===== src/rtl/core/assert_macros.svh =====
// Assertion macros used by the display idle dimmer top level.
`ifndef ASSERT_MACROS_SVH
`define ASSERT_MACROS_SVH

// Property that must hold at every clock edge outside reset.
`define ASSERT_ALWAYS(label, clk, rstn, prop, msg) \
    label: assert property (@(posedge clk) disable iff (!rstn) (prop)) else $error(msg);

// When the antecedent holds, the consequent must hold at the next edge.
`define ASSERT_NEXT(label, clk, rstn, ante, cons, msg) \
    label: assert property (@(posedge clk) disable iff (!rstn) (ante) |=> (cons)) else $error(msg);

`endif


===== src/rtl/core/did_pkg.sv =====
// Types and constants shared by the display idle dimmer modules.
package did_pkg;

    // Fade direction, encoded as reported on the result channel.
    typedef enum logic [1:0] {
        FADE_IDLE = 2'd0,
        FADE_DOWN = 2'd1,
        FADE_UP   = 2'd2
    } fade_t;

    // Configuration register indexes.
    typedef enum logic [1:0] {
        CFG_MAX_BRIGHTNESS = 2'd0,
        CFG_IDLE_TIMEOUT   = 2'd1,
        CFG_DIM_ENABLE     = 2'd2,
        CFG_KEEP_ON        = 2'd3
    } cfg_index_t;

    localparam logic [1:0]         SLEEP_CLASS    = 2'd1;
    localparam logic [31:0]        STEP_GAP_MS    = 32'd19;
    localparam logic [7:0]         UP_STEP        = 8'd10;
    localparam logic [7:0]         DOWN_STEP      = 8'd5;
    localparam logic [7:0]         MIN_LEVEL      = 8'd1;
    localparam logic signed [10:0] COOL_TEMP      = 11'sd60;

    // Reset values of the configuration registers.
    localparam logic [7:0]  RST_MAX_BRIGHTNESS = 8'd255;
    localparam logic [31:0] RST_IDLE_TIMEOUT   = 32'd15000;

    typedef struct packed {
        logic [7:0]  max_brightness;
        logic [31:0] idle_timeout_ms;
        logic        dim_enable;
        logic        keep_on_in_sleep;
    } did_cfg_t;

    typedef struct packed {
        logic               op;
        logic [31:0]        now_ms;
        logic [1:0]         mode_class;
        logic signed [10:0] tip_temp;
        logic               error_active;
    } did_item_t;

    typedef struct packed {
        fade_t       fade;
        logic        minimum_reached;
        logic [31:0] idle_stamp;
        logic [31:0] step_stamp;
        logic [7:0]  level;
        logic        power_flag;
    } did_state_t;

endpackage


===== src/rtl/core/display_idle_dimmer.sv =====
// Top level of the display idle dimmer: channels, state and result register.
//
// Usage: each request on the s_ channel is one millisecond tick, optionally
// preceded by a wake (s_tuser high). The block answers every request with
// exactly one result on the m_ channel: brightness level, display power,
// fade direction and the minimum-reached flag after the update.
// Configuration is written through cfg_valid/cfg_index/cfg_data while no
// request is in flight; cfg_ready is always high.
// An accepted request is captured in the input register; its result is then
// captured in the result register and presented in m_tdata with m_tvalid
// high. Throughput: one request per cycle while the receiver takes results;
// the state update is a single pass of compare and add logic between the
// input register and the dimmer state and result registers.
// Reset (aresetn low, synchronous) restores full brightness 255, display
// on, no fade, and the default configuration. When the receiver stalls the
// result register holds; one more request is taken into the input register
// and then s_tready drops until the result is taken.
`include "assert_macros.svh"

module display_idle_dimmer (
    input  logic        aclk,
    input  logic        aresetn,
    // Input requests.
    input  logic        s_tvalid,
    output logic        s_tready,
    input  logic [47:0] s_tdata,   // now_ms[31:0], mode_class[33:32],
                                   // tip_temp[44:34], error_active[45], zeros
    input  logic        s_tuser,   // op
    // Results.
    output logic        m_tvalid,
    input  logic        m_tready,
    output logic [15:0] m_tdata,   // brightness[7:0], display_on[8],
                                   // fade_state[10:9], at_minimum[11], zeros
    // Configuration writes.
    input  logic        cfg_valid,
    output logic        cfg_ready,
    input  logic [1:0]  cfg_index,
    input  logic [31:0] cfg_data
);
    import did_pkg::*;

    did_cfg_t    cfg;
    did_item_t   item_reg;
    logic        in_valid_reg;
    logic        in_valid_next;
    did_state_t  state_reg;
    did_state_t  state_next;
    logic [15:0] result_reg;
    logic        out_valid_reg;
    logic        out_valid_next;
    logic        s_accept;
    logic        advance;

    // Configuration registers.
    assign cfg_ready = 1'b1;

    did_cfg_regs u_cfg (
        .aclk     (aclk),
        .aresetn  (aresetn),
        .wr_en    (cfg_valid),
        .wr_index (cfg_index),
        .wr_data  (cfg_data),
        .cfg      (cfg)
    );

    // Handshake: the input register advances when the result register is free.
    assign advance        = in_valid_reg && (!out_valid_reg || m_tready);
    assign s_tready       = !in_valid_reg || advance;
    assign s_accept       = s_tvalid && s_tready;
    assign in_valid_next  = s_accept || (in_valid_reg && !advance);
    assign out_valid_next = advance || (out_valid_reg && !m_tready);

    // Input request register.
    always_ff @(posedge aclk) begin
        if (s_accept) begin
            item_reg.op           <= s_tuser;
            item_reg.now_ms       <= s_tdata[31:0];
            item_reg.mode_class   <= s_tdata[33:32];
            item_reg.tip_temp     <= $signed(s_tdata[44:34]);
            item_reg.error_active <= s_tdata[45];
        end
    end

    // State update for the request in the input register.
    did_step u_step (
        .item       (item_reg),
        .state      (state_reg),
        .cfg        (cfg),
        .state_next (state_next)
    );

    // Valid flags and dimmer state.
    always_ff @(posedge aclk) begin
        if (!aresetn) begin
            in_valid_reg              <= 1'b0;
            out_valid_reg             <= 1'b0;
            state_reg.fade            <= FADE_IDLE;
            state_reg.minimum_reached <= 1'b0;
            state_reg.idle_stamp      <= '0;
            state_reg.step_stamp      <= '0;
            state_reg.level           <= RST_MAX_BRIGHTNESS;
            state_reg.power_flag      <= 1'b1;
        end else begin
            in_valid_reg  <= in_valid_next;
            out_valid_reg <= out_valid_next;
            if (advance) begin
                state_reg <= state_next;
            end
        end
    end

    // Result register.
    always_ff @(posedge aclk) begin
        if (advance) begin
            result_reg <= {4'b0000, state_next.minimum_reached, state_next.fade,
                           state_next.power_flag, state_next.level};
        end
    end

    assign m_tvalid = out_valid_reg;
    assign m_tdata  = result_reg;

    // The minimum flag only stands with the minimum level.
    `ASSERT_ALWAYS(a_min_level, aclk, aresetn, m_tvalid && m_tdata[11] |-> m_tdata[7:0] == MIN_LEVEL, "minimum flag without minimum level")
    // The dimmer state moves only when a request is processed.
    `ASSERT_NEXT(a_state_hold, aclk, aresetn, !advance, $stable(state_reg), "state changed without a request")
    // A processed request always lands in the result register.
    `ASSERT_NEXT(a_result_valid, aclk, aresetn, advance, m_tvalid, "processed request lost")

endmodule


===== src/rtl/core/did_cfg_regs.sv =====
// Configuration register bank of the display idle dimmer.
module did_cfg_regs (
    input  logic                aclk,
    input  logic                aresetn,
    input  logic                wr_en,
    input  logic [1:0]          wr_index,
    input  logic [31:0]         wr_data,
    output did_pkg::did_cfg_t   cfg
);
    import did_pkg::*;

    did_cfg_t cfg_reg;
    did_cfg_t cfg_next;

    // Decode a write request into the addressed register.
    always_comb begin
        cfg_next = cfg_reg;
        if (wr_en) begin
            case (cfg_index_t'(wr_index))
                CFG_MAX_BRIGHTNESS: cfg_next.max_brightness   = wr_data[7:0];
                CFG_IDLE_TIMEOUT:   cfg_next.idle_timeout_ms  = wr_data;
                CFG_DIM_ENABLE:     cfg_next.dim_enable       = wr_data[0];
                CFG_KEEP_ON:        cfg_next.keep_on_in_sleep = wr_data[0];
                default:            cfg_next = cfg_reg;
            endcase
        end
    end

    // Register bank with reset values.
    always_ff @(posedge aclk) begin
        if (!aresetn) begin
            cfg_reg.max_brightness   <= RST_MAX_BRIGHTNESS;
            cfg_reg.idle_timeout_ms  <= RST_IDLE_TIMEOUT;
            cfg_reg.dim_enable       <= 1'b1;
            cfg_reg.keep_on_in_sleep <= 1'b0;
        end else begin
            cfg_reg <= cfg_next;
        end
    end

    assign cfg = cfg_reg;

endmodule


===== src/rtl/core/did_step.sv =====
// Next-state logic of the dimmer for one tick or wake request.
module did_step (
    input  did_pkg::did_item_t  item,
    input  did_pkg::did_state_t state,
    input  did_pkg::did_cfg_t   cfg,
    output did_pkg::did_state_t state_next
);
    import did_pkg::*;

    // A wake restarts the idle time and starts a fade up when one is useful.
    function automatic did_state_t wake(did_state_t st, logic [31:0] now,
                                        logic [7:0] max_level);
        did_state_t r;
        r = st;
        r.idle_stamp = now;
        if (st.fade != FADE_UP && st.level < max_level) begin
            r.power_flag      = 1'b1;
            r.fade            = FADE_UP;
            r.minimum_reached = 1'b0;
        end
        return r;
    endfunction

    did_state_t  after_op;
    did_state_t  after_wake;
    logic [31:0] idle_ms;
    logic [31:0] since_step;
    logic [8:0]  up_sum;
    logic        can_off;

    // Explicit wake first, then the automatic wake of a dark display above sleep.
    always_comb begin
        after_op   = item.op ? wake(state, item.now_ms, cfg.max_brightness) : state;
        after_wake = (!after_op.power_flag && item.mode_class > SLEEP_CLASS)
                   ? wake(after_op, item.now_ms, cfg.max_brightness) : after_op;
    end

    assign idle_ms    = item.now_ms - after_wake.idle_stamp;
    assign since_step = item.now_ms - after_wake.step_stamp;
    assign up_sum     = {1'b0, after_wake.level} + {1'b0, UP_STEP};
    assign can_off    = after_wake.minimum_reached
                      && idle_ms > {1'b0, cfg.idle_timeout_ms[31:1]}
                      && item.mode_class == SLEEP_CLASS && !cfg.keep_on_in_sleep
                      && (item.tip_temp < COOL_TEMP || item.error_active);

    // Idle timeout, power-off check and the fade steps.
    always_comb begin
        state_next = after_wake;
        if (after_wake.fade == FADE_IDLE) begin
            if (cfg.dim_enable) begin
                if (idle_ms > cfg.idle_timeout_ms) begin
                    state_next.fade = FADE_DOWN;
                end else if (can_off) begin
                    state_next.power_flag      = 1'b0;
                    state_next.minimum_reached = 1'b0;
                end
            end
        end else if (since_step > STEP_GAP_MS) begin
            state_next.step_stamp = item.now_ms;
            if (after_wake.fade == FADE_DOWN && after_wake.level > DOWN_STEP) begin
                state_next.level = after_wake.level - DOWN_STEP;
            end else if (after_wake.fade == FADE_UP
                         && up_sum < {1'b0, cfg.max_brightness}) begin
                state_next.level = up_sum[7:0];
            end else begin
                if (after_wake.fade == FADE_UP) begin
                    state_next.level = cfg.max_brightness;
                end else begin
                    state_next.level           = MIN_LEVEL;
                    state_next.minimum_reached = 1'b1;
                end
                state_next.idle_stamp = item.now_ms;
                state_next.fade       = FADE_IDLE;
            end
        end
    end

endmodule

===== config.mk =====
export PLATFORM = sky130hd
export DESIGN_NAME = display_idle_dimmer
export DESIGN_NICKNAME = d
export VERILOG_FILES = /design/src/rtl/core/did_pkg.sv /design/src/rtl/core/display_idle_dimmer.sv /design/src/rtl/core/did_cfg_regs.sv /design/src/rtl/core/did_step.sv
export VERILOG_INCLUDE_DIRS = /design/src /design/src/rtl/core
export SDC_FILE = /design/constraint.sdc
export NUM_CORES = 1
export LEC_CHECK = 0
export ABC_AREA = 1
export BUFFER_PORTS_ARGS = -buffer_cell sky130_fd_sc_hd__buf_2
export CORE_ASPECT_RATIO = 0.9
export CORE_UTILIZATION = 30
export DETAILED_ROUTE_END_ITERATION = 12
export PLACE_DENSITY = 0.53
export SYNTH_ARGS = -nofsm -noshare
export SYNTH_HDL_FRONTEND = slang
export SYNTH_SLANG_ARGS = --single-unit

===== constraint.sdc =====
create_clock -name aclk -period 4.65 [get_ports aclk]
set_input_delay 0.465 -clock aclk [delete_from_list [all_inputs] [get_ports aclk]]
set_output_delay 0.465 -clock aclk [all_outputs]
set_load 0.01 [all_outputs]

==> results of run 1 <==
==> area by class of cell <==
type                    instances  area [sq um]  area share [%]
flip-flops and latches        177          4110            24.6
repair buffers                197          1310            7.84
clock buffers                  17           425            2.54
well taps                     608           761            4.54
inverters                     329          1240            7.39
clock inverters                15           186            1.11
multi-input cells            1565          8710            52.0
==> power groups by stage <==
stage	sequential (W)	clock, W	combinational, W
after floorplan	0.00181	0	0.00163
after global placement	0.00183	0	0.00229
after detailed placement	0.00183	0	0.00234
after CTS	0.00179	0.00161	0.00236
after global routing	0.00181	0.00165	0.00286
final	0.00180	0.00156	0.00252
==> timing repair <==
| action | CTS | global route |
|---|---|---|
| pin swaps | 0 | 37 |
| endpoints found under the setup margin | 6 | 10 |
| buffers inserted | 0 | 7 |
| gates resized for setup | 4 | 135 |
| cloned | 0 | 4 |
==> worst max-delay path: stages (launching register included) <==
cell	delay, ns
edfxtp_1	0.41
nand2_2	0.11
nand2_4	0.12
clkbuf_16	0.19
o21ai_1	0.17
ha_1	0.28
a21oi_2	0.17
nor2_1	0.07
a211oi_2	0.14
inv_1	0.09
a21oi_2	0.14
nand3_2	0.13
a21boi_4	0.24
o21ai_2	0.07
xor2_1	0.16
ha_1	0.29
nand2_1	0.06
nor2_2	0.12
nand4_1	0.17
nor4_2	0.27
buf_4	0.19
nand3_4	0.07
nand2_2	0.06
nand2_1	0.07
nor3_2	0.23
nand2_2	0.07
nand2_2	0.07
inv_1	0.04
==> cells by family after synthesis <==
logic type,count (synthesis)
AOI/OAI and AO/OA,331
xor gates and xnor gates,48
adders and majority gates,139
buffers and inverters,390
DFF,177
other,2
and+or+nand+nor,1042
==> worst min-delay path by stage <==
| stage | slack, ns | cells past startpoint | from | end |
|---|---|---|---|---|
| 6_report | 0.14 | 1 | s_tdata[18] | item_reg[32]$_DFFE_PP_ |
| 5_1_grt | 0.11 | 1 | s_tdata[19] | item_reg[33]$_DFFE_PP_ |
| 4_1_cts | 0.10 | 1 | s_tdata[9] | item_reg[23]$_DFFE_PP_ |
| 3_5_place_dp | 0.46 | 2 | state_reg[41]$_SDFFE_PN0P_ | state_reg[41]$_SDFFE_PN0P_ |
| 3_3_place_gp | 0.45 | 2 | u_cfg.cfg[0]$_SDFFE_PN0P_ | u_cfg.cfg[0]$_SDFFE_PN0P_ |
| 2_1_floorplan | 0.43 | 2 | u_cfg.cfg[0]$_SDFFE_PN0P_ | u_cfg.cfg[0]$_SDFFE_PN0P_ |
==> stage by stage <==
stage | setup slack, ns | cell area, sq um | power (W) | cells
6_report | 0.195 | 16700 | 0.00588 | 2908
5_1_grt | -0.154 | 16700 | 0.00632 | 2908
4_1_cts | 0.0105 | 16200 | 0.00576 | 2897
3_5_place_dp | -0.135 | 15500 | 0.00417 | 2865
3_3_place_gp | 0.0290 | 15500 | 0.00412 | 2865
2_1_floorplan | 0.451 | 13900 | 0.00344 | 2132
==> layer usage <==
layer / share of wire (%) / GRT usage, %
met1: 48 / 26.2
met2: 42 / 29.8
met3: 6.3 / 4.83
met4: 3.5 / 8.40
met5: 0 / 0
==> cells in the mapped netlist (4+ instances only) <==
cell,n
clkbuf_1,37
inv_2,11
o221ai_1,4
inv_1,315
o21ai_1,18
xor2_1,35
nor3_1,14
edfxtp_1,57
buf_6,5
buf_4,11
o21a_1,4
ha_1,138
a211oi_1,7
nor4_1,5
dfxtp_1,120
o21ai_0,99
nor2_1,215
xnor2_1,13
nand3_1,97
nand3b_1,6
a21oi_1,168
buf_2,6
nand4_1,49
and2_1,5
nand2_1,636
nor2_2,5
o211ai_1,19
o21bai_1,4
==> results_dict.tcl, run 1 <==
set metrics [dict create \
    syn_to_final_growth_pct 20.3 \
    setup_viol 0 \
    numClockSinks 177 \
    synth_seq_area_share_pct 29.6 \
    synth_xor_area_share_pct 3.02 \
    fillers 4922 \
    wl_per_cell_um 15.9 \
    ys_ff_latch 177 \
    grt_pass1_wl_um 71400 \
    grt_start_max_net_pins 77 \
    swShare_pct 41.6 \
    synth_top_family_by_area "simple AND/OR/NAND/NOR gates" \
    grt_setup_unrepaired "true" \
    cap_violations 0 \
    endpoint "m_tdata[11]$_DFFE_PP_" \
    ys_async_sr_fraction_pct 0 \
    wirelength_um 46300 \
    period_minus_slack_ns 4.46 \
    grt_pass1_vias 13200 \
    worst_pin_slew_ns 1.08 \
    internal-power_w 0.00343 \
    synth_mux_area_share_pct 0 \
    ant_nets 0 \
    cts.clk_slew.worst_paths_ns 0.08 \
    clk_latency_ns 0.51 \
    fmax_mhz 224 \
    drtIter0Drc 1160 \
    outcome "finished clean" \
    synth_compound_area_share_pct 12.8 \
    dr.pass1.iters 5 \
    die_h_um 206 \
    start_util_pct 30.6 \
    grtUsageTotal_pct 19.6 \
    yosys.area.top_type "dfxtp_1" \
    yosysUniqueCellTypes 46 \
    critPathMaxFanout 9 \
    ctsHoldBuffers 0 \
    synthCells 2129 \
    p_leak_nw 8.33 \
    io-pin-count 107 \
    hpwl_um 35800 \
    fin_setup_tns_ns 0 \
    clock_path_buffers 2 \
    clock-root-buffer "clkbuf_16" \
    vias 14100 \
    start_kind "register" \
    synth_simple_gate_area_share_pct 30.8 \
    max-vdd-ir-drop_mv 0.277 \
    final_common_cell "nand2_1" \
    hold_violations 0 \
    rows 74 \
    drive_gt1_share_pct 15.6 \
    via_per_inst 4.86 \
    rr_worst_depth 27 \
    p_clk_share_pct 26.5 \
    synth_edf_count 57 \
    power.density_nw_per_um2 351 \
    r2r-end "m_tdata[11]$_DFFE_PP_" \
    die_area_sq_um 47300 \
    post-route-drc-count 0 \
    syn_area_sq_um 13900 \
    synth_fa_ha_area_share_pct 12.6 \
    synth_ff_type "dfxtp_1" \
    ys_warn_count 0 \
    period_share_pct 95.8 \
    numCtsBuffers 17 \
    antenna_found_initial 0 \
    slew-limit-headroom_pct 28.2 \
    cp_data_arrival_time_ns 4.71 \
    final_core_util_pct 36.8 \
    largest_register_ff_count 76 \
    gp_congestion 0.957 \
    startpoint "item_reg[13]$_DFFE_PP_" \
    num_antenna_cells 0 \
    io_buffer_count 97 \
    grt_remaining_overflow 0 \
    nNetsFinal 2514 \
    crit_required_ns 4.91 \
    core-area_sq_um 45600 \
    synth.avg_cell_area_sq_um 6.54 \
    crit_type "register to register" \
    final_cell_mix "nand2_1, inv_1, nor2_1" \
    htreeDepth 4 \
    r2r_setup_slack_ns 0.19 \
    seq_power_share_pct 30.6 \
    finalHoldWorstSlack_ns 0.144 \
    final.setup_skew_ns 0.0237 \
    cts_tree "yes" \
    yosys.area.top_type_share_pct 17.3 \
    slew_violations 0 \
    hold_path_class "input pin to register" \
    r2r_start "item_reg[13]$_DFFE_PP_" \
    p_comb_share_pct 42.9 \
    ys_top_cells_by_area "dfxtp_1, nand2_1, ha_1" \
    endpoint_kind "register" \
    fp.dieW_um 229 \
    p_switching_w 0.00245 \
]
No activity file was read; power rests on OpenSTA's default activity.
==> run 2, diff against run 1 <==
--- a/config.mk
+++ b/config.mk
@@ -10,8 +10,11 @@
 export BUFFER_PORTS_ARGS = -buffer_cell sky130_fd_sc_hd__buf_2
 export CORE_ASPECT_RATIO = 0.9
 export CORE_UTILIZATION = 30
+export CTS_BUF_LIST = sky130_fd_sc_hd__clkbuf_2
 export DETAILED_ROUTE_END_ITERATION = 12
+export GPL_TIMING_DRIVEN = 0
 export PLACE_DENSITY = 0.53
+export SETUP_SLACK_MARGIN = 0.5
 export SYNTH_ARGS = -nofsm -noshare
 export SYNTH_HDL_FRONTEND = slang
 export SYNTH_SLANG_ARGS = --single-unit
==> run 2 against run 1 <==
  * Via count is 4.3% higher
  * Largest power group unchanged
  * Register-to-register slack worse by 0.06 ns
  * Core utilization is 3.2 points higher
  * Count of clock-buffer cells in the layout is 1 higher
  * Hold slack better by 0.049 ns
  * Worst setup slack worse by 0.058 ns
  * Die area stayed put
  * Global-route usage is 1.0 points higher
  * Cell area is 8.6% higher
  * First-iteration DRC count is 20% lower
==> results_dict.tcl, run 2 (same netlist as run 1, synthesis figures left out) <==
set metrics [dict create \
    outcome "finished clean" \
    clk_latency_ns 0.99 \
    r2r_start "item_reg[13]$_DFFE_PP_" \
    htreeDepth 4 \
    drtIter0Drc 933 \
    numClockSinks 177 \
    slew_violations 0 \
    cp_data_arrival_time_ns 5.32 \
    cts_tree "yes" \
    drive_gt1_share_pct 16.0 \
    start_kind "register" \
    final_cell_mix "nand2_1, inv_1, nor2_1" \
    fp.dieW_um 229 \
    clock_path_buffers 2 \
    crit_required_ns 5.46 \
    slew-limit-headroom_pct 39.2 \
    core-area_sq_um 45600 \
    fmax_mhz 222 \
    cp_common_cell "nand2_2" \
    rr_worst_depth 29 \
    period_share_pct 97.1 \
    antenna_found_initial 2 \
    die_h_um 206 \
    dp_cells 2838 \
    period_minus_slack_ns 4.51 \
    hold_violations 0 \
    final_core_util_pct 39.9 \
    vias 14700 \
    startpoint "item_reg[13]$_DFFE_PP_" \
    min_path_cells 2 \
    power.density_nw_per_um2 297 \
    hold_path_class "input pin to register" \
    crit_type "register to register" \
    cap_violations 0 \
    finalHoldWorstSlack_ns 0.193 \
    final-instance-count-excl-fill 3058 \
    numCtsBuffers 17 \
    final.setup_skew_ns 0.0561 \
    final_common_cell "nand2_1" \
    worst_pin_slew_ns 0.912 \
    wirelength_um 48300 \
    hpwl_um 37000 \
    min_from "s_tdata[30]" \
    largest_register_ff_count 76 \
    grt_pass1_vias 14200 \
    path_depth 29 \
    critPathMaxFanout 10 \
    cp.buffers_inverters 4 \
    dr.pass1.iters 5 \
    grtUsageTotal_pct 20.6 \
    grt_pass1_wl_um 75300 \
    grt_remaining_overflow 0 \
    setup_slack_ns 0.137 \
    crit_family "simple AND/OR/NAND/NOR gates" \
    cpMaxStageDelayCell "edfxtp_1" \
    io_buffer_count 97 \
    endpoint_kind "register" \
    setup_viol 0 \
    ant_nets 0 \
    max-vdd-ir-drop_mv 0.195 \
    p_leak_nw 8.80 \
    rows 74 \
    pre_cts_slack_ns -1.09 \
    cts.clk_slew.worst_paths_ns 0.31 \
    gp_congestion 0.906 \
    grt_start_max_net_pins 42 \
    die_area_sq_um 47300 \
    post-route-drc-count 0 \
    start_util_pct 30.6 \
    wl_per_cell_um 15.8 \
    slowest_delay_ns 0.49 \
    io-pin-count 107 \
    fin_setup_tns_ns 0 \
    grt_setup_unrepaired "true" \
    nNetsFinal 2661 \
    via_per_inst 4.82 \
    clock-root-buffer "clkbuf_2" \
    syn_to_final_growth_pct 30.7 \
]
[run 2: changes by cell type in the layout (fill, tap and decap cells not counted), moves of 7 or more]
cell,previous run,this run
buf_4,94,61
buf_6,1,11
clkbuf_1,0,32
clkbuf_16,20,4
clkbuf_2,0,19
dlygate4sd3_1,0,125
ha_1,126,117
ha_4,6,14
nand2_1,609,602
nand2_4,2,10
o21ai_4,1,8
[run 2: per-layer routing]
metal / share of wire [%] / routed length (um) / global-route usage, %
met2: 46 / 22300 / 33.8
met4: 1.8 / 855 / 7.74
met1: 47 / 22800 / 27.2
met5: 0 / 0 / 0
met3: 4.8 / 2330 / 3.31
[run 2: path summary, 6_finish.rpt]
path | endpoint | slack (ns)
worst max-delay path | m_tdata[8]$_DFFE_PP_ | 0.14
worst min register to register | state_reg[70]$_SDFFE_PN0P_ | 0.49
worst min-delay path | item_reg[44]$_DFFE_PP_ | 0.19
worst max register to register | m_tdata[8]$_DFFE_PP_ | 0.14
[run 2: area by class of cell]
cell class	instances	area, sq um
fillers	4872	27400
multi-input cells	1565	9150
flip-flops and latches	177	4110
repair buffers	283	2270
inverters	329	1240
well taps	608	761
plain buffers	61	428
clock inverters	14	123
clock buffers	18	90.1
diodes	3	7.51
[run 2: what timing repair did]
item,in CTS,in global routing
gates cloned,4,0
hold buffers,125,0
gates resized for setup,170,76
setup buffers,43,13
hold endpoints to repair,121,0
pin swaps,60,60
setup endpoints to repair,6,27
[run 2: power breakdown]
part | switching [W] | total (W) | internal, W | leakage, nW
clock | 0.000666 | 0.000831 | 0.000166 | 0.130
sequential | 0.0000949 | 0.00182 | 0.00173 | 1.53
combinational | 0.00166 | 0.00276 | 0.00110 | 7.13
[run 2: through the flow]
step	area, sq um	power (W)
final	18200	0.00541
after global routing	18200	0.00585
after CTS	17700	0.00529
after detailed placement	15200	0.00408
after global placement	15200	0.00403
after floorplan	13900	0.00344
==> run 3, diff against run 2 <==
--- a/config.mk
+++ b/config.mk
@@ -6,9 +6,10 @@
 export SDC_FILE = /design/constraint.sdc
 export NUM_CORES = 1
 export LEC_CHECK = 0
-export ABC_AREA = 1
+export ABC_AREA = 0
 export BUFFER_PORTS_ARGS = -buffer_cell sky130_fd_sc_hd__buf_2
 export CORE_ASPECT_RATIO = 0.9
+export CORE_MARGIN = 2
 export CORE_UTILIZATION = 30
 export CTS_BUF_LIST = sky130_fd_sc_hd__clkbuf_2
 export DETAILED_ROUTE_END_ITERATION = 12
@@ -17,4 +18,5 @@
 export SETUP_SLACK_MARGIN = 0.5
 export SYNTH_ARGS = -nofsm -noshare
 export SYNTH_HDL_FRONTEND = slang
+export SYNTH_HIERARCHICAL = 1
 export SYNTH_SLANG_ARGS = --single-unit
==> run 3 against run 2 <==
  * The run now ends with setup timing left
  * Register-to-register slack worse by 1.7 ns
  * First-iteration DRC count is 27% lower
  * Hold slack worse by 0.098 ns
  * Highest routed layer unchanged
  * Largest power group unchanged
  * Count of clock-buffer cells in the layout is 1 lower
  * Core utilization is 0.55 points higher
  * Via count is 12% lower
  * Area after synthesis hardly changed
  * Global-route usage is 2.5 points lower
  * Largest cell class unchanged
  * Cell area is 1.4% higher
  * Combinational power is 12% lower
  * Worst setup slack worse by 1.7 ns
==> results_dict.tcl, run 3 <==
set metrics [dict create \
    crit_type "register to register" \
    crit_required_ns 5.36 \
    syn_area_sq_um 13900 \
    core-area_sq_um 45600 \
    numClockSinks 177 \
    cp_common_cell "a21o_1" \
    antenna_found_initial 3 \
    wl_per_cell_um 17.1 \
    die_area_sq_um 48100 \
    design_area_sq_um 18400 \
    vias 12900 \
    gp_congestion 0.876 \
    slew_violations 0 \
    die_h_um 208 \
    hpwl_um 33000 \
    start_kind "register" \
    setup_viol 6 \
    endpoint_kind "register" \
    grt_setup_unrepaired "true" \
    synth.avg_cell_area_sq_um 8.49 \
    synthCells 1638 \
    io_buffer_count 96 \
    finalHoldWorstSlack_ns 0.0946 \
    final_cell_mix "nand2_1, mux2i_1, inv_1" \
    final.setup_skew_ns 0.0749 \
    slowest_delay_ns 0.52 \
    htreeDepth 4 \
    post-route-drc-count 0 \
    wirelength_um 44100 \
    via_per_inst 5.01 \
    fin_setup_tns_ns -8.53 \
    clock_path_buffers 2 \
    start_util_pct 30.5 \
    worst_pin_slew_ns 0.719 \
    dpl_cell_area_sq_um 15300 \
    period_minus_slack_ns 6.22 \
    setup_slack_ns -1.57 \
    final_core_util_pct 40.5 \
    cts_tree "yes" \
    hold_violations 0 \
    cap_violations 0 \
    grt_pass1_wl_um 68500 \
    nNetsFinal 2180 \
    grt_start_max_net_pins 39 \
    fmax_mhz 161 \
    max-vdd-ir-drop_mv 0.176 \
    numCtsBuffers 17 \
    cpMaxStageDelayCell "edfxtp_1" \
    p_leak_nw 7.84 \
    outcome "finished with violations" \
    dr.pass1.iters 7 \
    critPathMaxFanout 5 \
    clk_latency_ns 0.96 \
    cp_data_arrival_time_ns 6.92 \
    syn_to_final_growth_pct 32.6 \
    grt_remaining_overflow 0 \
    drive_gt1_share_pct 20.9 \
    slew-limit-headroom_pct 52.1 \
    largest_register_ff_count 76 \
    grtUsageTotal_pct 18.1 \
    drtIter0Drc 680 \
    final_common_cell "nand2_1" \
    rows 74 \
    cts.clk_slew.worst_paths_ns 0.29 \
    ant_nets 0 \
    pre_cts_slack_ns -2.48 \
    hold_path_class "input pin to register" \
    grt_pass1_vias 12700 \
    fp.dieW_um 231 \
    fillers 4626 \
    clock-root-buffer "clkbuf_2" \
    io-pin-count 107 \
    violations "setup timing" \
    power.density_nw_per_um2 281 \
    period_share_pct 134 \
    ys_warn_count 6 \
]
run 3: cell type report:
cell class | count | area [sq um] | area share (%)
Clock inverter | 15 | 191 | 1.04
Multi-Input combinational cell | 1243 | 9660 | 52.4
Clock buffer | 17 | 85.1 | 0.461
Sequential cell | 177 | 4110 | 22.3
Timing Repair Buffer | 293 | 2510 | 13.6
Buffer | 76 | 573 | 3.11
Tap cell | 608 | 761 | 4.12
Inverter | 145 | 544 | 2.95
Antenna cell | 3 | 7.51 | 0.0407
run 3: critical path: cells and delay by family, from the launching register on:
kind | cells | cell delay [ns]
flops | 1 | 0.52
xor+xnor | 1 | 0.15
buf+inv | 3 | 0.43
simple gates | 5 | 0.99
compound gates | 17 | 3.33
fa+ha+maj | 2 | 0.54
run 3: timing repair:
| action | in CTS | in global routing |
|---|---|---|
| gates cloned | 7 | 0 |
| setup endpoints to repair | 88 | 88 |
| hold buffers | 108 | 0 |
| setup buffers | 56 | 25 |
| gates resized for setup | 180 | 50 |
| pin swaps | 59 | 32 |
| endpoints found under the hold margin | 88 | 0 |
run 3: final timing paths:
path | start | to | slack [ns] | cells after the start
max | item_reg[13]$_DFFE_PP_ | m_tdata[11]$_DFFE_PP_ | -1.57 | 28
min | m_tready | m_tvalid$_SDFF_PN0_ | 0.09 | 4
max reg2reg | item_reg[13]$_DFFE_PP_ | m_tdata[11]$_DFFE_PP_ | -1.57 | 28
min reg2reg | state_reg[23]$_SDFFE_PN0P_ | state_reg[23]$_SDFFE_PN0P_ | 0.47 | 2
run 3: power breakdown:
group          total, W  internal [W]  switching (W)
clock          0.000957      0.000280       0.000678
combinational   0.00243       0.00118        0.00126
sequential      0.00178       0.00170      0.0000803
run 3: through the flow:
step	total power [W]	instances
floorplan	0.00316	1641
global placement	0.00361	2345
detailed placement	0.00364	2346
CTS	0.00508	2549
global route	0.00553	2577
finish	0.00517	2577
run 3: per-layer routing:
| layer | GRT usage [%] | routed length (um) | up-vias |
|---|---|---|---|
| met5 | 0 | 0 | - |
| met4 | 4.54 | 772 | 0 |
| met3 | 3.14 | 1580 | 44 |
| met2 | 30.2 | 20800 | 237 |
| met1 | 24.2 | 20900 | 6144 |
| li1 | - | - | 6475 |
